**src/rtl/m4m_pkg.sv**
```systemverilog
// m4m_pkg: shared constants, types and control structs of the 4x4 matrix multiplier
// no dependencies; used by every rtl file of the block except m4m_ram
`timescale 1ns / 1ps

package m4m_pkg;

    // matrix size and fixed-point format
    localparam int DIM       = 4;
    localparam int FRAC_BITS = 16;
    localparam int CELLS     = DIM * DIM;

    // field widths
    localparam int IDX_W    = 4;
    localparam int VAL_W    = 32;
    localparam int PROD_W   = 2 * VAL_W;
    localparam int ACC_W    = PROD_W + $clog2(DIM);
    localparam int LANE_W   = $clog2(DIM);
    localparam int HALF     = DIM / 2;

    // packed stream widths
    localparam int S_DATA_W = 72;
    localparam int M_DATA_W = 40;

    typedef logic        [IDX_W-1:0]  idx_t;
    typedef logic        [LANE_W-1:0] lane_idx_t;
    typedef logic signed [VAL_W-1:0]  value_t;
    typedef logic signed [PROD_W-1:0] prod_t;
    typedef logic signed [ACC_W-1:0]  acc_t;

    localparam value_t SAT_MAX = 32'sh7FFF_FFFF;
    localparam value_t SAT_MIN = 32'sh8000_0000;

    typedef enum logic {
        ST_IDLE,
        ST_RUN
    } state_t;

    // element pair write into the lane banks
    typedef struct packed {
        logic      valid;
        lane_idx_t row;
        lane_idx_t col;
        value_t    left;
        value_t    right;
    } elem_wr_t;

    // read issue and pipeline advance shared by all lanes
    typedef struct packed {
        logic      issue;
        logic      advance;
        lane_idx_t row;
        lane_idx_t col;
    } rd_ctl_t;

endpackage

```
**src/rtl/m4m_ram.sv**
```systemverilog
// m4m_ram: generic single write port, single read port ram with registered read
// no dependencies
`timescale 1ns / 1ps

module m4m_ram #(
    parameter int WIDTH = 32,
    parameter int DEPTH = 4
) (
    input  logic                     clk,
    input  logic                     we,
    input  logic [$clog2(DEPTH)-1:0] waddr,
    input  logic [WIDTH-1:0]         wdata,
    input  logic                     re,
    input  logic [$clog2(DEPTH)-1:0] raddr,
    output logic [WIDTH-1:0]         rdata
);

    logic [WIDTH-1:0] mem_reg [DEPTH];
    logic [WIDTH-1:0] rdata_reg;

    always_ff @(posedge clk) begin
        if (we) begin
            mem_reg[waddr] <= wdata;
        end
        if (re) begin
            rdata_reg <= mem_reg[raddr];
        end
    end

    assign rdata = rdata_reg;

endmodule

```
**src/rtl/m4m_lane.sv**
```systemverilog
// m4m_lane: one product lane, holding column k of the left matrix and row k of the right
// depends on m4m_pkg and m4m_ram
`timescale 1ns / 1ps

module m4m_lane (
    input  logic                aclk,
    input  m4m_pkg::lane_idx_t  lane_id,
    input  m4m_pkg::elem_wr_t   wr,
    input  m4m_pkg::rd_ctl_t    rd,
    output m4m_pkg::prod_t      prod
);

    logic [m4m_pkg::VAL_W-1:0] left_q;
    logic [m4m_pkg::VAL_W-1:0] right_q;
    m4m_pkg::prod_t            prod_reg;

    // left bank: entry row of column lane_id
    m4m_ram #(
        .WIDTH (m4m_pkg::VAL_W),
        .DEPTH (m4m_pkg::DIM)
    ) u_left_bank (
        .clk   (aclk),
        .we    (wr.valid && (wr.col == lane_id)),
        .waddr (wr.row),
        .wdata (wr.left),
        .re    (rd.issue),
        .raddr (rd.row),
        .rdata (left_q)
    );

    // right bank: entry col of row lane_id
    m4m_ram #(
        .WIDTH (m4m_pkg::VAL_W),
        .DEPTH (m4m_pkg::DIM)
    ) u_right_bank (
        .clk   (aclk),
        .we    (wr.valid && (wr.row == lane_id)),
        .waddr (wr.col),
        .wdata (wr.right),
        .re    (rd.issue),
        .raddr (rd.col),
        .rdata (right_q)
    );

    // signed 32 by 32 multiply, full 64-bit product
    always_ff @(posedge aclk) begin
        if (rd.advance) begin
            prod_reg <= $signed(left_q) * $signed(right_q);
        end
    end

    assign prod = prod_reg;

endmodule

```
**config.mk**
```make
export PLATFORM = sky130hd
export DESIGN_NAME = m4m_lane
export DESIGN_NICKNAME = d
export VERILOG_FILES = /design/src/rtl/m4m_pkg.sv /design/src/rtl/m4m_ram.sv /design/src/rtl/m4m_lane.sv
export SDC_FILE = /design/constraint.sdc
export NUM_CORES = 2
export LEC_CHECK = 0
export ABC_AREA = 1
export BUFFER_PORTS_ARGS = -buffer_cell sky130_fd_sc_hd__buf_2
export CAP_MARGIN = 20
export CORE_ASPECT_RATIO = 0.7
export CORE_MARGIN = 10
export CORE_UTILIZATION = 25
export CTS_CLUSTER_SIZE = 40
export DETAILED_ROUTE_END_ITERATION = 7
export MAX_ROUTING_LAYER = met4
export PLACE_DENSITY = 0.42
export SYNTH_ARGS = -nofsm -noshare
export SYNTH_HDL_FRONTEND = slang
export SYNTH_SLANG_ARGS = --single-unit
```
**constraint.sdc**
```tcl
create_clock -name aclk -period 10.3 [get_ports aclk]
set_clock_uncertainty 0.05 [all_clocks]
set_input_delay 0.515 -clock aclk [delete_from_list [all_inputs] [get_ports aclk]]
set_output_delay 0.515 -clock aclk [all_outputs]
set_load 0.1 [all_outputs]
```
* Yosys cells after proc, flatten, opt, wreduce, memory -nomap -nowiden
Memories as Yosys holds them, arrays and structs flattened. A register that Yosys moved wholly into a read port is not among the register bits.
Cells that the tools add are included.
** Operators by class
- $mul :: 1
- Eq/ne operators :: 2
- Multiplexer cells :: 4
- Reduce and logical (&&, ||, !) cells :: 2
** Operators by type and width (number)
- multiplier 32 x 32 -> 64 bit :: 1
- equality test 2 bit :: 2
- 2-to-1 mux 1 bit :: 4
- logical AND 1 bit :: 2
** Word-level totals
- Register bits after elaboration :: 64
- Memory bits (writable) :: 256
- Output and inout port bits :: 64
- Word-level logic and storage cells :: 12
- Memories :: 2
** Memories
- u_left_bank.mem_reg :: depth 4, bits a word 32, read ports 1, clocked after memory_dff 1, wr ports 1, RTL line m4m_ram.sv:18 : logic [WIDTH-1:0] mem_reg [DEPTH];
- u_right_bank.mem_reg :: depth 4, bits a word 32, read ports 1, clocked after memory_dff 1, wr ports 1, RTL line m4m_ram.sv:18

* Depth between registers and ports, before layout
- Depth in word-level cells :: 4
- Mapped depth :: 31
- Depth with buffers taken out :: 30

* Modules after synthesis
A second synthesis with hierarchy kept.
** Unflattened totals
- Cell total of the unflattened synthesis :: 6168
- Area total of the unflattened synthesis :: 53553.9 µm²
** By module, submodules not included
- m4m_lane :: times used 1, cells an instance 5086, area each 40756.6 µm², seq. area each 1921.8 µm²
- m4m_ram :: times used 2, cells an instance 541, area each 6398.6 µm², seq. area each 4804.6 µm²

* Least setup slack after synthesis
OpenSTA, ideal clock, no wires.
- Path kind :: reg2reg
- Start point :: register u_left_bank.rdata_reg[31], in the netlist u_left_bank.rdata[31] (read register of u_left_bank.mem_reg)
- End point :: register prod_reg[62], in the netlist prod[62], data pin
- Arrival :: 6.938 ns
- Required time :: 9.998 ns
- Slack :: 3.060 ns
- Stages on the path, launching flop included :: 26
- Buffers on the path :: 1
- Clock period less this slack :: 7.240 ns
- Cells stage by stage :: edfxtp_1 -> clkbuf_1 -> nand2_1 -> inv_1 -> fa_1 -> fa_1 -> fa_1 -> fa_1 -> inv_1 -> fa_1 -> inv_1 -> fa_1 -> inv_1 -> fa_1 -> fa_1 -> inv_1 -> ha_1 -> a21oi_1 -> a21boi_0 -> nand2_1 -> nand2_1 -> nand2_1 -> a21oi_1 -> nand2_1 -> nand2_1 -> nand2_1
** On the way
- Cells in the longest elaborated chain, start to end :: 1
** Ends and longest elaborated chain
- from (decl) :: RTL line m4m_ram.sv:19 : logic [WIDTH-1:0] rdata_reg;
- multiplier 32 x 32 -> 64 bit :: RTL line m4m_lane.sv:48 : prod_reg <= $signed(left_q) * $signed(right_q);
- to (signal assigned) :: RTL line m4m_lane.sv:48
- to (decl) :: RTL line m4m_lane.sv:15 : m4m_pkg::prod_t prod_reg;
Every way passes these cells.
A chain may end at the register's enable or synchronous reset.

* Worst setup path in the final report
- Start point :: register u_left_bank.rdata_reg[31], in the netlist u_left_bank.rdata[31] (read register of u_left_bank.mem_reg)
- End point :: register prod_reg[56], in the netlist prod[56], data pin
The elaborated chain is that of the path after synthesis.

==> results.py <==
metrics = {
    "cts": {
        "clk_pin_slew_ps": 90,
        "cts_made_buffers": 46,
        "ctsResizeCount": 0,
        "numClockSinks": 384,
        "cts_root_buf": "clkbuf_16",
        "tritoncts": "yes",
        "clockBufferDepth": 3,
        "clock_latency_ps": 690,
        "htreeDepth": 2,
    },
    "worst_setup_path": {
        "worstPathArrival_ps": 8620,
        "r2r-end": "prod[56]",
        "worstRegToRegCells": 25,
        "cp-startpoint": "u_left_bank.rdata[31]",
        "cpPeakStageDelay_ps": 1010,
        "crit_required_ps": 10670,
        "r2r_start": "u_left_bank.rdata[31]",
        "reg2reg_setup_slack_ps": 2050,
        "crit_type": "flip-flop to flip-flop",
        "cp_max_fo": 32,
        "end_kind": "flip-flop",
        "crit_end": "prod[56]",
        "cpMostUsedCell": "fa_1",
        "slowest_stage": "fa_1",
        "start_kind": "flip-flop",
    },
    "grt": {
        "grt_pass1_wl_um": 253000,
        "gr-usage-all-layers_pct": 14.9,
        "grt_pass1_vias": 39000,
        "grt_max_degree": 66,
        "overflow": 0,
        "antenna_found_initial": 12,
    },
    "final_layout": {
        "drive_gt1_share_pct": 6.34,
        "synthToLayoutAreaGrowth_pct": 11.5,
        "nNetsFinal": 7193,
    },
    "yosys": {
        "synthesis.nets": 7115,
        "ys_seq_area_share_pct": 22.2,
        "synth_mux_area_share_pct": 0,
        "yosysWarnings": 0,
        "post_synth.cell_area_avg_um2": 9.02,
        "synth_compound_area_share_pct": 3.09,
        "synth_cells": 5771,
        "synth_top_family_by_area": "adder cells",
        "synthFlopType": "edfxtp_1",
        "synth.ff_latch_count": 384,
        "synthAdderAreaFrac_pct": 46.0,
        "yosys.area_share.simple_pct": 14.3,
        "synth-edff-count": 384,
        "synth_cell_types": 40,
        "async_reset_ff_share_pct": 0,
        "synthXorXnorAreaFrac_pct": 0.606,
        "netlist_area_um2": 52000,
    },
    "sta": {
        "finalHoldViolCount": 0,
        "setup_viol": 0,
        "fmax_ghz": 0.121,
        "worst_pin_slew_ps": 1020,
        "period_minus_slack_ps": 8250,
        "post-route-period-util_pct": 80.1,
        "slew_viol_final": 0,
        "fin_setup_tns_ps": 0,
        "slew_headroom_pct": 32.2,
        "rsz0062_at_grt": "false",
    },
    "routing": {
        "drc_errors": 0,
        "avgRoutedWirePerCell_um": 18.7,
        "drt_first_pass_iters": 5,
        "drt-total-wl_um": 162000,
        "drt_iter0_markers": 2430,
        "ant_nets": 0,
        "via_per_inst": 4.14,
        "vias": 35800,
    },
    "die": {
        "die-area_um2": 227000,
        "coreArea_um2": 208000,
        "initial_core_util_pct": 25.1,
        "die_h_um": 402,
        "num_rows": 140,
        "die_x_um": 565,
        "pin_count": 142,
    },
    "min_path": {
        "hold_path_class": "input port to flip-flop",
    },
    "place": {
        "portBuffers": 141,
        "place.gp.congestion": 0.861,
        "post-dp-hpwl_um": 131000,
    },
    "outcome": {
        "outcome": "completed",
    },
    "job": {
        "drv_cap": 0,
    },
}
## stage by stage
| stage | area [um2] | setup slack (ps) | hold WS (ps) | utilization (%) | std cells |
|---|---|---|---|---|---|
| floorplan | 52000 | 3060 | 506 | - | 5771 |
| global placement | 56000 | 2090 | 536 | 27.0 | 8538 |
| detailed placement | 56000 | 2040 | 524 | 27.0 | 8538 |
| CTS | 58000 | 1980 | 1.49 | 27.9 | 8650 |
| global route | 58000 | 1510 | 16.5 | 28.0 | 8663 |
| finish | 58000 | 2050 | 44.8 | 28.0 | 8663 |
## worst max-delay path, delay by kind of cell (launching register included)
family / cells / cell delay [ps]
AOI/OAI and AO/OA: 1 / 310
adders and majority gates: 9 / 5200
and+or+nand+nor: 9 / 1000
buffers and inverters: 6 / 1070
DFF: 1 / 330
## cell usage in the layout (no fill, tap or decap), drive strengths merged, types with 63 or more instances in the layout
cell,instances
nand2,1481
o21ai,151
ha,184
o22ai,64
edfxtp,384
nor2,269
nand3,75
fa,1082
buf,229
a21oi,63
inv,1683
## layer usage
layer / share of wire [%] / track usage (%) / vias to the layer above
met5: 0 / - / -
met4: 1.2 / 1.83 / 0
met3: 4.3 / 1.77 / 107
met2: 45 / 22.8 / 641
met1: 50 / 21.7 / 18400
li1: - / - / 16700
## kinds of logic (layout without fill, tap and decap cells)
logic type / count (synthesis) / in the layout
DFF: 384 / 384
buffers and inverters: 1912 / 2023
xor gates and xnor gates: 36 / 36
adders and majority gates: 1266 / 1266
AOI/OAI and AO/OA: 294 / 294
other: 0 / 12
and+or+nand+nor: 1879 / 1879
## repair_timing
action / 4_1_cts / 5_1_grt
buffers inserted: 0 / 0
hold buffers: 31 / 0
endpoints found under the hold margin: 123 / 0
endpoints found under the setup margin: 0 / 0
## layout make-up
class	instances	area, um2
fillers	22100	150000
flip-flops and latches	384	11500
inverters	1682	6310
well taps	2769	3460
clock inverters	30	435
clock buffers	51	1170
multi-input cells	3475	33400
repair buffers	260	1700
diodes	12	30.0
## how the worst min path moves through the flow
stage | to | slack (ps) | cells past startpoint | from
after floorplan | u_left_bank.rdata[10] | 510 | 2 | u_left_bank.mem_reg[0][10]
after global placement | u_left_bank.rdata[18] | 540 | 2 | u_left_bank.mem_reg[0][18]
after detailed placement | u_left_bank.rdata[27] | 520 | 2 | u_left_bank.mem_reg[0][27]
after CTS | u_left_bank.mem_reg[1][22] | 1 | 1 | wr[54]
after global routing | u_right_bank.mem_reg[3][15] | 20 | 1 | wr[15]
final | u_right_bank.mem_reg[0][16] | 40 | 1 | wr[16]
## cells in the mapped netlist, types with 9 or more instances
library cell | instances | area share, %
nand3_2 | 9 | 0.17
nor2_1 | 249 | 1.8
nor2_2 | 19 | 0.23
nand4_1 | 17 | 0.20
o22ai_1 | 64 | 0.77
nor3_1 | 15 | 0.14
ha_1 | 184 | 4.4
xor2_1 | 31 | 0.52
nand3_1 | 66 | 0.63
clkbuf_1 | 224 | 1.6
fa_1 | 1082 | 42
nand2_2 | 20 | 0.24
inv_1 | 1678 | 12
edfxtp_1 | 384 | 22
o21bai_1 | 11 | 0.16
o21ai_0 | 149 | 1.4
nand2_1 | 1461 | 11
a21oi_1 | 59 | 0.57
Power is left out: the tool's default activity adds up to more than one toggle a clock period on the data nets, which glitch-free logic cannot reach.
