==> src/rtl/m4m_pkg.sv <==
// m4m_pkg: shared constants, types and control structs of the 4x4 matrix multiplier
// no dependencies; used by every rtl file of the block except m4m_ram
`timescale 1ns / 1ps

package m4m_pkg;

    // matrix size and fixed-point format
    localparam int DIM       = 4;
    localparam int FRAC_BITS = 16;
    localparam int CELLS     = DIM * DIM;

    // field widths
    localparam int IDX_W    = 4;
    localparam int VAL_W    = 32;
    localparam int PROD_W   = 2 * VAL_W;
    localparam int ACC_W    = PROD_W + $clog2(DIM);
    localparam int LANE_W   = $clog2(DIM);
    localparam int HALF     = DIM / 2;

    // packed stream widths
    localparam int S_DATA_W = 72;
    localparam int M_DATA_W = 40;

    typedef logic        [IDX_W-1:0]  idx_t;
    typedef logic        [LANE_W-1:0] lane_idx_t;
    typedef logic signed [VAL_W-1:0]  value_t;
    typedef logic signed [PROD_W-1:0] prod_t;
    typedef logic signed [ACC_W-1:0]  acc_t;

    localparam value_t SAT_MAX = 32'sh7FFF_FFFF;
    localparam value_t SAT_MIN = 32'sh8000_0000;

    typedef enum logic {
        ST_IDLE,
        ST_RUN
    } state_t;

    // element pair write into the lane banks
    typedef struct packed {
        logic      valid;
        lane_idx_t row;
        lane_idx_t col;
        value_t    left;
        value_t    right;
    } elem_wr_t;

    // read issue and pipeline advance shared by all lanes
    typedef struct packed {
        logic      issue;
        logic      advance;
        lane_idx_t row;
        lane_idx_t col;
    } rd_ctl_t;

endpackage

==> src/rtl/m4m_merge.sv <==
// m4m_merge: sums the lane products over two stages, scales and saturates to 32 bits
// depends on m4m_pkg
`timescale 1ns / 1ps

module m4m_merge (
    input  logic                aclk,
    input  logic                advance,
    input  m4m_pkg::prod_t      prod [m4m_pkg::DIM],
    output m4m_pkg::value_t     result
);

    m4m_pkg::acc_t   lo_reg;
    m4m_pkg::acc_t   lo_next;
    m4m_pkg::acc_t   hi_reg;
    m4m_pkg::acc_t   hi_next;
    m4m_pkg::acc_t   total;
    m4m_pkg::acc_t   scaled;
    m4m_pkg::value_t result_reg;
    m4m_pkg::value_t result_next;

    // stage a: two half sums
    always_comb begin
        lo_next = '0;
        hi_next = '0;
        for (int k = 0; k < m4m_pkg::DIM; k++) begin
            if (k < m4m_pkg::HALF) begin
                lo_next = lo_next + m4m_pkg::acc_t'(prod[k]);
            end else begin
                hi_next = hi_next + m4m_pkg::acc_t'(prod[k]);
            end
        end
    end

    // stage b: final add, arithmetic shift, saturate
    always_comb begin
        total  = lo_reg + hi_reg;
        scaled = total >>> m4m_pkg::FRAC_BITS;
        if ((&scaled[m4m_pkg::ACC_W-1:m4m_pkg::VAL_W-1])
                || !(|scaled[m4m_pkg::ACC_W-1:m4m_pkg::VAL_W-1])) begin
            result_next = scaled[m4m_pkg::VAL_W-1:0];
        end else if (scaled[m4m_pkg::ACC_W-1]) begin
            result_next = m4m_pkg::SAT_MIN;
        end else begin
            result_next = m4m_pkg::SAT_MAX;
        end
    end

    always_ff @(posedge aclk) begin
        if (advance) begin
            lo_reg     <= lo_next;
            hi_reg     <= hi_next;
            result_reg <= result_next;
        end
    end

    assign result = result_reg;

endmodule

==> config.mk <==
export PLATFORM = sky130hd
export DESIGN_NAME = m4m_merge
export DESIGN_NICKNAME = d
export VERILOG_FILES = /design/src/rtl/m4m_pkg.sv /design/src/rtl/m4m_merge.sv
export SDC_FILE = /design/constraint.sdc
export NUM_CORES = 1
export LEC_CHECK = 0
export BUFFER_PORTS_ARGS = -buffer_cell sky130_fd_sc_hd__buf_2
export CAP_MARGIN = 15
export CORE_UTILIZATION = 30
export DETAILED_ROUTE_END_ITERATION = 10
export PLACE_DENSITY = 0.47
export SYNTH_ARGS = -nofsm -noshare
export SYNTH_HDL_FRONTEND = slang
export SYNTH_SLANG_ARGS = --single-unit
export TNS_END_PERCENT = 5
==> constraint.sdc <==
create_clock -name aclk -period 5.8 [get_ports aclk]
set_input_delay 0 -clock aclk [delete_from_list [all_inputs] [get_ports aclk]]
set_output_delay 0 -clock aclk [all_outputs]
set_load 0.01 [all_outputs]
Word level (Yosys, flattened, before mapping)
Index checks and enable logic that the tools add are counted.
{"block": "op_classes", "addsub": 3, "multipliers": 0, "n_div": 0, "n_lt_le_gt_ge": 0, "n_eq_ne": 0, "shift": 0, "n_mux": 2, "n_bitwise": 0, "reduce_logical": 4}
{"operator": "adder 64 x 64 -> 65 bit", "count": 2}
{"operator": "adder 66 bit", "count": 1}
{"operator": "2-to-1 mux 32 bit", "count": 2}
{"operator": "AND reduction 19 bit", "count": 1}
{"operator": "OR reduction 19 bit", "count": 1}
{"operator": "logical NOT 1 bit", "count": 1}
{"operator": "logical OR 1 bit", "count": 1}
{"block": "totals", "ff_bits": 164, "latchBits": 0, "ramBits": 0, "rom_bits": 0, "in_bits": 258, "output_inout_bits": 32, "elab_cells": 12, "n_memories": 0}

Longest topological paths before layout
{"block": "logic_depth", "ltp_word": 5, "mapped_depth": 18, "ltp_nobuf": 17}

Worst setup path before layout
OpenSTA, ideal clock, no wires.
{"block": "synth_path", "path_kind": "reg2reg", "startpoint": "register lo_reg[54]", "endpoint": "register result_reg[23] (netlist: result[23]) (data pin)", "setup_ns": 0.258, "t_arrival_ns": 3.425, "t_required_ns": 5.542, "path_slack_ns": 2.118, "path_stages_with_launch": 19, "path_buffers": 3, "period_less_slack_ns": 3.682, "path_cell_list": "edfxtp_1 -> ha_1 -> clkbuf_1 -> nand4_1 -> nor2_1 -> a221oi_2 -> nand2_1 -> mux2_2 -> a311oi_1 -> o311ai_1 -> and3_1 -> nand4_1 -> nor3_1 -> and4_1 -> or3_1 -> o22ai_2 -> buf_6 -> buf_12 -> a21oi_2"}
{"block": "synth_between", "elab_chain_cells": 5, "word_cells_on_any_way": 7, "cone_classes": "add/sub: 1; mux: 2; reduce/logical: 4"}
{"item": "start: declaration", "line_no": "m4m_merge.sv:12", "source": "m4m_pkg::acc_t lo_reg;"}
{"item": "start signal: assignment", "line_no": "m4m_merge.sv:50", "source": "lo_reg <= lo_next;"}
{"item": "adder 66 bit (*)", "line_no": "m4m_merge.sv:36", "source": "total = lo_reg + hi_reg;"}
{"item": "OR reduction 19 bit", "line_no": "m4m_merge.sv:39", "source": "|| !(|scaled[m4m_pkg::ACC_W-1:m4m_pkg::VAL_W-1])) begin"}
{"item": "logical NOT 1 bit", "line_no": "m4m_merge.sv:39"}
{"item": "logical OR 1 bit", "line_no": "m4m_merge.sv:39"}
{"item": "2-to-1 mux 32 bit (*)", "line_no": "m4m_merge.sv:38", "source": "if ((&scaled[m4m_pkg::ACC_W-1:m4m_pkg::VAL_W-1])"}
{"item": "via result_next[23]", "line_no": "m4m_merge.sv:19", "source": "m4m_pkg::value_t result_next;"}
{"item": "end signal: assignment", "line_no": "m4m_merge.sv:52", "source": "result_reg <= result_next;"}
{"item": "end: declaration", "line_no": "m4m_merge.sv:18", "source": "m4m_pkg::value_t result_reg;"}
The timed path passes the listed nets; every way through them passes the cells marked *.
A chain may end at the register's enable or synchronous reset.

Worst setup path in the final report
{"block": "layout_path", "startpoint": "register lo_reg[38]", "endpoint": "register result_reg[19] (netlist: result[19]) (data pin)"}
The elaborated chain is that of the path after synthesis.

==> flow_summary.toml <==
[outcome]
status = "completed"

[critical_path]
worstSetupEndpointType = "flip-flop"
worst_r2r_endpoint = "result[19]"
worstPathMaxFanout = 22
critical_path_rt_ps = 5980
r2r_cells = 16
reg2reg_start = "lo_reg[38]"
critPathArrivalTime_ps = 5090
worst-r2r-setup-slack_ps = 890
critical_path.startpoint_type = "flip-flop"
worstSetupPathType = "reg -> reg"

[cts]
cts.root.buffer_cell = "sky130_fd_sc_hd__clkbuf_16"
clk_pin_slew_ps = 70
post_cts.resized_instances = 0
clk_path_buf_depth = 2
clock_tree_from_tritoncts = "yes"
cts_inserted_buffers = 17
clock-sinks = 162
cts.htree.levels = 4
insertion_delay_ps = 450

[finish]
filler_cell_count = 5401
fin_cells = 2714
final_nets = 2473
fraction_of_layout_cells_with_a_size_suffix_above_1_pct = 18.24
layout-area-overhead-vs-synth_pct = 16.47
final-seq-area_um2 = 4865
antenna-diode-count = 0
finalInstanceArea_um2 = 18460
multi_input_comb_area_um2 = 10470

[timing]
slew_headroom_pct = 33.58
setup_repair_after_global_routing_missed_its_margin = "false"
finalHoldWorstSlack_ps = 30.75
fin_tns_setup_ps = 0
achievable-frequency_mhz = 203.6
timing_worst_slew_pin_value_ps = 996.4
min_period_over_period_pct = 84.67
fin_crit_ps = 4911
hold_viol = 0
finClkSkew_ps = 8.518
timing_max_transition_violations_final = 0
setup_viol_count_final = 0

[floorplan]
std_cell_rows = 83
top_level_port_count = 290
die_height_um = 231.8
dieWidth_um = 231.8
initial_util_pct = 30.64
design.die.area_um2 = 53750
core_um2 = 51720

[synthesis]
synth-edff-count = 162
synth.ff_latch_count = 162
seq_area_frac_synth_pct = 30.70
yosysTopAreaCellShare_pct = 30.70
netlist.top_cell.by_area = "sky130_fd_sc_hd__edfxtp_1"
yosysUniqueCellTypes = 79
synthArstFlopShare_pct = 0
syn-mean-instance-area_um2 = 8.979
synthFlopType = "sky130_fd_sc_hd__edfxtp_1"
syn-num-nets = 2217
mapped_cell_area_um2 = 15850
yosys_warnings = 0
post_synth_main_area_contributors = "sky130_fd_sc_hd__edfxtp_1, sky130_fd_sc_hd__ha_1, sky130_fd_sc_hd__a21oi_1, sky130_fd_sc_hd__a21o_1, sky130_fd_sc_hd__xnor2_1"
post_synth_inst_count = 1765

[route]
top_layer_used = "met4"
totalWireLength_um = 50010
met3WireLength_um = 1897
drt_drc_violations_left = 0
drtIter0Drc = 940
drt_pre_antenna_iters = 5
vias = 14210
vias_per_cell = 5.236
routedWlPerCell_um = 18.43
met1Wirelength_um = 25200
ant_nets = 0
met2_length_um = 22300

[placed_design]
place.port_buffers = 289
placed_cell_area_um2 = 17870
place_inst = 2677
dp_hpwl_um = 42490
finalWeightedCongestion = 0.9121

[pwr]
cellPowerDensity_nw_per_um2 = 307.7
worst_ir_drop_vdd_v = 0.0001460
power.total_mw = 5.679
leakagePower_nw = 7.992

[grt]
total_congestion_overflow = 0
antenna_found_initial = 0
grt_max_degree = 87
track_usage_pct = 18.36
grt_pass1_vias = 13840
grt_pass1_wl_um = 76800

[hold_path]
hp-class = "in -> reg"
worstHoldEndpoint = "lo_reg[2]"
min_path_cells = 3
worst_hold_startpoint = "prod[130]"

[job]
max_cap_violations = 0
[per-stage QoR]
stage          setup slack [ps]  utilization [%]
2_1_floorplan              2118                -
3_3_place_gp               1035            34.56
3_5_place_dp              987.7            34.56
4_1_cts                   961.9            35.69
5_1_grt                   518.6            35.69
6_report                  888.9            35.69
[worst max-delay path, stage by stage (launching register included)]
cell                        delay, ps
sky130_fd_sc_hd__edfxtp_1         380
sky130_fd_sc_hd__ha_1             520
sky130_fd_sc_hd__nand4_1          230
sky130_fd_sc_hd__nor4_4           490
sky130_fd_sc_hd__nand2_1          100
sky130_fd_sc_hd__o21ai_1          500
sky130_fd_sc_hd__nor2_1           180
sky130_fd_sc_hd__a31oi_1          210
sky130_fd_sc_hd__xor2_1           110
sky130_fd_sc_hd__nor3_1           230
sky130_fd_sc_hd__nand4_1          120
sky130_fd_sc_hd__nor3_1           300
sky130_fd_sc_hd__nand3_1          130
sky130_fd_sc_hd__o21ai_1          240
sky130_fd_sc_hd__a2bb2oi_4        490
sky130_fd_sc_hd__buf_4            300
sky130_fd_sc_hd__a21oi_1           90
[worst max path at each step]
stage                    start    endpoint  slack [ps]  cells past startpoint
global route        lo_reg[36]  result[19]         520                     15
floorplan           lo_reg[54]  result[23]        2120                     18
CTS                 lo_reg[38]  result[19]         960                     16
global placement    hi_reg[37]  result[19]        1040                     15
finish              lo_reg[38]  result[19]         890                     16
detailed placement  lo_reg[38]  result[19]         990                     16
[synthesized netlist by cell type (10+ instances only)]
library cell,number
sky130_fd_sc_hd__a211oi_1,14
sky130_fd_sc_hd__a21o_1,118
sky130_fd_sc_hd__a21oi_1,208
sky130_fd_sc_hd__a21oi_2,15
sky130_fd_sc_hd__a31o_2,10
sky130_fd_sc_hd__a31oi_1,23
sky130_fd_sc_hd__and2_1,19
sky130_fd_sc_hd__and3_1,25
sky130_fd_sc_hd__buf_2,25
sky130_fd_sc_hd__clkbuf_1,30
sky130_fd_sc_hd__edfxtp_1,162
sky130_fd_sc_hd__ha_1,192
sky130_fd_sc_hd__inv_1,53
sky130_fd_sc_hd__nand2_1,125
sky130_fd_sc_hd__nand2b_1,29
sky130_fd_sc_hd__nand3_1,44
sky130_fd_sc_hd__nand4_1,53
sky130_fd_sc_hd__nor2_1,115
sky130_fd_sc_hd__nor2b_1,21
sky130_fd_sc_hd__nor3_1,29
sky130_fd_sc_hd__o21a_1,20
sky130_fd_sc_hd__o21ai_0,93
sky130_fd_sc_hd__o21ai_1,21
sky130_fd_sc_hd__o21bai_1,24
sky130_fd_sc_hd__xnor2_1,98
sky130_fd_sc_hd__xor2_1,59
[placed cells by master, fill, tap and decap left out, types with 8 or more instances in the layout]
cell type,count
sky130_fd_sc_hd__a211o_1,9
sky130_fd_sc_hd__a211oi_1,14
sky130_fd_sc_hd__a21o_1,118
sky130_fd_sc_hd__a21oi_1,208
sky130_fd_sc_hd__a21oi_2,15
sky130_fd_sc_hd__a31o_2,10
sky130_fd_sc_hd__a31oi_1,23
sky130_fd_sc_hd__and2_1,19
sky130_fd_sc_hd__and3_1,25
sky130_fd_sc_hd__buf_2,288
sky130_fd_sc_hd__clkbuf_16,17
sky130_fd_sc_hd__edfxtp_1,162
sky130_fd_sc_hd__ha_1,192
sky130_fd_sc_hd__inv_1,53
sky130_fd_sc_hd__nand2_1,125
sky130_fd_sc_hd__nand2b_1,29
sky130_fd_sc_hd__nand3_1,44
sky130_fd_sc_hd__nand4_1,53
sky130_fd_sc_hd__nor2_1,115
sky130_fd_sc_hd__nor2b_1,21
sky130_fd_sc_hd__nor3_1,29
sky130_fd_sc_hd__nor4_1,8
sky130_fd_sc_hd__o2111ai_1,8
sky130_fd_sc_hd__o211ai_1,9
sky130_fd_sc_hd__o21a_1,20
sky130_fd_sc_hd__o21ai_0,93
sky130_fd_sc_hd__o21ai_1,21
sky130_fd_sc_hd__o21bai_1,24
sky130_fd_sc_hd__o31ai_1,8
sky130_fd_sc_hd__xnor2_1,98
sky130_fd_sc_hd__xor2_1,59
[what timing repair did]
action                                 in CTS  in global routing
setup buffers                               0                  0
hold buffers                                5                  0
endpoints found under the hold margin       3                  0
[kinds of logic after synthesis]
| group | after synthesis | synth area share [%] |
|---|---|---|
| compound gates | 639 | 26.18 |
| xor+xnor | 157 | 8.677 |
| fa+ha+maj | 194 | 15.41 |
| buf+inv | 114 | 3.213 |
| flops | 162 | 30.70 |
| mux | 4 | 0.2763 |
| simple gates | 495 | 15.55 |
[final cells by class]
cell class	count	share of cell area, %
Clock buffer	18	2.325
Multi-Input combinational cell	1489	56.74
Sequential cell	162	26.36
Inverter	53	1.078
Timing Repair Buffer	298	8.304
Clock inverter	14	0.5830
Tap cell	680	4.610
[metal layers]
layer,GRT usage (%),vias up
met3,2.431,28
met1,26.42,6679
met5,0,-
met4,4.071,0
li1,-,7205
met2,28.93,299
[report_power, final]
part	total, mW	leakage (nW)	internal (mW)	switching [mW]
logic	2.93	6.16	1.10	1.83
registers	1.71	1.58	1.63	0.0846
clock network	1.04	0.247	0.550	0.490
(Power assumes the default switching activity.)
